===== config.mk =====
export PLATFORM = sky130hd
export DESIGN_NAME = dfrcm_classify
export DESIGN_NICKNAME = d
export VERILOG_FILES = /design/src/rtl/dfrcm_pkg.sv /design/src/rtl/dfrcm_classify.sv
export SDC_FILE = /design/constraint.sdc
export NUM_CORES = 2
export LEC_CHECK = 0
export BUFFER_PORTS_ARGS = -buffer_cell sky130_fd_sc_hd__buf_2
export CORE_AREA = 2 2 345 347
export DETAILED_ROUTE_END_ITERATION = 12
export DIE_AREA = 0 0 347 349
export GPL_ROUTABILITY_DRIVEN = 1
export PLACE_DENSITY_LB_ADDON = 0.12
export SYNTH_ARGS = -nofsm -noshare
export SYNTH_HDL_FRONTEND = slang
export SYNTH_SLANG_ARGS = --single-unit

===== constraint.sdc =====
create_clock -name vclk -period 52.2
set_clock_uncertainty 0.2 [all_clocks]
set_input_delay 7.83 -clock vclk [all_inputs]
set_output_delay 7.83 -clock vclk [all_outputs]
set_load 0.005 [all_outputs]

===== src/rtl/dfrcm_pkg.sv =====
// ----------------------------------------------------------------------------
// dfrcm_pkg: shared constants for the distance-field ridge/contour marker
// Field widths, register indexes and reset values used across the block.
// ----------------------------------------------------------------------------
package dfrcm_pkg;

  localparam int MAX_WIDTH_DEFAULT = 1024;
  localparam int FRAC_BITS_DEFAULT = 8;

  localparam int DIST_W   = 16;
  localparam int PIX_W    = DIST_W + 1;  // water bit on top of the distance
  localparam int COORD_W  = 10;
  localparam int LEVEL_W  = 16;
  localparam int IMG_W_W  = 11;

  localparam int CFG_IDX_W  = 1;
  localparam int CFG_DATA_W = 16;

  typedef enum logic [CFG_IDX_W-1:0] {
    REG_CONTOUR_LEVEL = 1'b0,
    REG_IMAGE_WIDTH   = 1'b1
  } reg_idx_t;

  localparam logic [LEVEL_W-1:0] LEVEL_RESET = 16'd1024;
  localparam logic [IMG_W_W-1:0] WIDTH_RESET = 11'd1024;

endpackage


===== src/rtl/dfrcm_classify.sv =====
// ----------------------------------------------------------------------------
// dfrcm_classify: contour and ridge test for one window position
// Mirrors neighbours at the image border and applies the level, local
// maximum and gradient alignment tests.
// ----------------------------------------------------------------------------
module dfrcm_classify #(
  parameter int AW        = 10,
  parameter int WW        = 11,
  parameter int FRAC_BITS = dfrcm_pkg::FRAC_BITS_DEFAULT
) (
  input  logic [dfrcm_pkg::PIX_W-1:0]   win [9],
  input  logic [1:0]                    tr,
  input  logic [1:0]                    tc,
  input  logic [AW-1:0]                 x,
  input  logic [AW-1:0]                 y,
  input  logic [WW-1:0]                 w,
  input  logic [dfrcm_pkg::LEVEL_W-1:0] level,
  output logic                          contour,
  output logic                          ridge
);

  localparam int PW = 38;
  localparam logic [PW-1:0] TINY = PW'(1) << (2 * FRAC_BITS);
  localparam logic [dfrcm_pkg::DIST_W-1:0] ONE = dfrcm_pkg::DIST_W'(1) << FRAC_BITS;

  logic [1:0] lc, rc, tp, bt;
  logic [dfrcm_pkg::DIST_W-1:0] d, lv, rv, tv, bv, tl, br, trv, bl;
  logic water;
  logic [3:0] m;
  logic signed [16:0] gx, gy;
  logic signed [17:0] s, t;
  logic signed [PW-1:0] gx2, gy2, s2, t2, g2;
  logic below, aligned;

  function automatic logic [3:0] idx(input logic [1:0] r, input logic [1:0] c);
    logic [1:0] rr, cc;
    rr = (r > 2'd2) ? 2'd2 : r;
    cc = (c > 2'd2) ? 2'd2 : c;
    idx = 4'(rr) * 4'd3 + 4'(cc);
  endfunction

  function automatic logic lmax(input logic [15:0] a, input logic [15:0] b,
                                input logic [15:0] v);
    lmax = (v >= a) && (v >= b) && ((v > a) || (v > b));
  endfunction

  // border mirroring
  always_comb begin
    lc = (x == '0) ? tc + 2'd1 : tc - 2'd1;
    rc = ({1'b0, x} >= w - WW'(1)) ? tc - 2'd1 : tc + 2'd1;
    tp = (y == '0) ? tr + 2'd1 : tr - 2'd1;
    bt = ({1'b0, y} >= w - WW'(1)) ? tr - 2'd1 : tr + 2'd1;
  end

  assign water = win[idx(tr, tc)][dfrcm_pkg::DIST_W];
  assign d   = win[idx(tr, tc)][dfrcm_pkg::DIST_W-1:0];
  assign lv  = win[idx(tr, lc)][dfrcm_pkg::DIST_W-1:0];
  assign rv  = win[idx(tr, rc)][dfrcm_pkg::DIST_W-1:0];
  assign tv  = win[idx(tp, tc)][dfrcm_pkg::DIST_W-1:0];
  assign bv  = win[idx(bt, tc)][dfrcm_pkg::DIST_W-1:0];
  assign tl  = win[idx(tp, lc)][dfrcm_pkg::DIST_W-1:0];
  assign br  = win[idx(bt, rc)][dfrcm_pkg::DIST_W-1:0];
  assign trv = win[idx(tp, rc)][dfrcm_pkg::DIST_W-1:0];
  assign bl  = win[idx(bt, lc)][dfrcm_pkg::DIST_W-1:0];

  // local maxima across the four neighbour pairs
  assign m[0] = lmax(lv, rv, d);
  assign m[1] = lmax(tv, bv, d);
  assign m[2] = lmax(tl, br, d);
  assign m[3] = lmax(trv, bl, d);

  // gradient squares
  assign gx  = $signed({1'b0, rv}) - $signed({1'b0, lv});
  assign gy  = $signed({1'b0, bv}) - $signed({1'b0, tv});
  assign s   = 18'(gx) + 18'(gy);
  assign t   = 18'(gx) - 18'(gy);
  assign gx2 = gx * gx;
  assign gy2 = gy * gy;
  assign s2  = s * s;
  assign t2  = t * t;
  assign g2  = gx2 + gy2;

  assign aligned = (m[0] && ((gx2 <<< 1) + gx2 >= gy2)) ||
                   (m[1] && ((gy2 <<< 1) + gy2 >= gx2)) ||
                   (m[2] && ((s2 <<< 1) >= g2)) ||
                   (m[3] && ((t2 <<< 1) >= g2));

  assign below = (lv < level) || (rv < level) || (tv < level) || (bv < level) ||
                 (tl < level) || (br < level) || (trv < level) || (bl < level);

  always_comb begin
    contour = 1'b0;
    ridge   = 1'b0;
    if (water) begin
      if (d >= level) begin
        contour = below;
      end else if (d > ONE && (m != 4'b0000)) begin
        ridge = ((g2 <<< 2) < $signed(TINY)) ? 1'b1 : aligned;
      end
    end
  end

endmodule


==> results.md <==
* WP data required at 44.17 ns
* Routed Antenna Nets at 0
* Met1 Wirelength at 85.8 mm
* Die ar. at 121000 um^2
* Initial cell density of the core at 59.4%
* Number of global-route vias before repair at 61700
* RSZ-0062 raised after global routing: false
* Crit Path Class: in -> out
* Placeable Area at 117000 um^2
* Min setup slack post-route at 15.48 ns
* Area Overhead vs Synth at 4.71%
* Max-slew violation count at 0
* CP arrival at 28.69 ns
* Minimum clock period at 36.72 ns
* Max Cap Viol at 0
* Share of cells above drive strength 1 at 9.88%
* Status: completed
* Post-CTS Hold Buffers at 0
* Placed Area at 73100 um^2
* DRC at 0
* Die height at 349 um
* CP endpoint: ridge
* WL per Instance at 23.4 um
* Initial antenna violation count at 12
* Num sequential at 0
* Dpl hpwl at 184 mm
* Setup TNS at 0 ns
* Fin area at 73100 um^2
* CP max FO at 36
* Reg area at 0 um^2
* Syn_nets at 10200
* Cell Rows at 126
* Die Wd at 347 um
* Critical Path End Type: primary output
* Nets@finish at 10300
* Max Clk Rate at 27.2 MHz
* Post-Syn Area at 69800 um^2
* First-pass iteration count of the detailed router at 6
* Yosys synthesis warning count at 0
* Most frequent cells after synthesis: inv_1 (1691), fa_1 (1154), ha_1 (968)
* Drt initial violations at 5203
* Final Hold Violating Endpoints at 0
* Critical path's largest stage delay at 0.84 ns
* Pre-CTS WS at 15.88 ns
* Met3 Wirelength at 22.5 mm
* Met2 WL at 99.9 mm
* Vias per inst at 6.21
* Crit path launch: w[0]
* Hold Path Class: in -> out
* Top cell type's share of synthesized area at 33.1%
* GPL Wtd Cong at 1.01
* Final Setup Violations at 0
* Library cells used by synthesis at 111
* Drt total wl at 224 mm
* # fillers at 10200
* Syn Area/Cell at 8.83 um^2
* I/O pins at 206
* WHS Path Cells at 5
* Most numerous cell in the Yosys netlist: inv_1
* Grt total ovfl at 0
* Routed vias at 59200
* Register area share after synthesis at 0%
* Worst Tran Pin Value at 1.32 ns
* Yosys top cell by area: fa_1
* First-pass GRT wire length at 354 mm
* Worst slew margin at 10.9%
* Post-CTS Setup Inserts at 0
* CLK BUF at 0
* IO buf count at 206
* Largest cells by area after synthesis: fa_1 (33%), ha_1 (17%), inv_1 (9.1%)
* Largest net degree at the start of global routing at 46
* Startpoint Class: input pin
* GRT Resource Usage Total at 37.8%
* Uppermost layer routed: met5
* Worst path most repeated cell: inv_1
* Post-CTS sizing at 0
* Post-Syn Instances at 7905
* Crit-path slowest cell: nand3_1
* Final worst-path cycle share at 70.3%
[kinds of logic (layout without fill, tap and decap cells)]
logic type | count (synthesis) | after routing | share of synthesized area [%]
adders and majority gates | 2127 | 2127 | 50.5
AOI/OAI and AO/OA | 1294 | 1294 | 12.4
and+or+nand+nor | 1791 | 1791 | 11.7
muxes | 392 | 392 | 10.6
xor gates and xnor gates | 319 | 319 | 4.07
other | 0 | 8 | 0
buffers and inverters | 1982 | 2073 | 10.7
[critical path: cells and delay by family]
family	cells	cell delay (ns)
AOI/OAI and AO/OA	29	7.08
xor gates and xnor gates	3	0.59
adders and majority gates	15	6.27
buffers and inverters	13	2.65
muxes	2	0.72
and+or+nand+nor	15	3.49
[area by class of cell]
cell class                      count  area (um^2)  share of cell area, %
Inverter                         1714         6440                   8.81
Timing Repair Buffer              359         2180                   2.98
Tap cell                         1536         1920                   2.63
Multi-Input combinational cell   5923        62500                   85.6
Antenna cell                        8         20.0                 0.0274
[placed cells by master, fill, tap and decap left out, types with 71 or more instances in the layout]
cell,n
nor2b_1,71
nand2b_1,75
a21oi_1,320
xnor2_1,229
xor2_1,75
inv_1,1691
o21a_1,81
a21o_1,221
buf_2,206
nand3_1,90
buf_4,153
ha_1,963
mux4_2,278
nand4_1,86
fa_1,1153
o21ai_0,257
mux2i_1,111
nand2_1,646
nor2_1,551
[worst min path at each step]
stage,endpoint,startpoint
5_1_grt,contour,level[0]
3_3_place_gp,contour,level[0]
6_report,contour,level[0]
3_5_place_dp,contour,level[0]
2_1_floorplan,contour,win[16]
4_1_cts,contour,level[0]
[per-layer routing]
layer	GRT usage (%)	vias up
li1	-	26200
met1	48.9	29100
met2	60.1	3189
met3	7.48	783
met4	20.3	2
met5	0	-
[through the flow]
stage	util (%)	instances	hold WS (ns)
global placement	62.2	9532	16.24
floorplan	-	7905	15.69
global route	62.2	9539	16.27
finish	62.2	9540	16.30
CTS	62.2	9532	16.25
detailed placement	62.2	9532	16.24
Power is not shown: default switching activity piles up to over one toggle a cycle in this logic, so the estimate is an artifact.
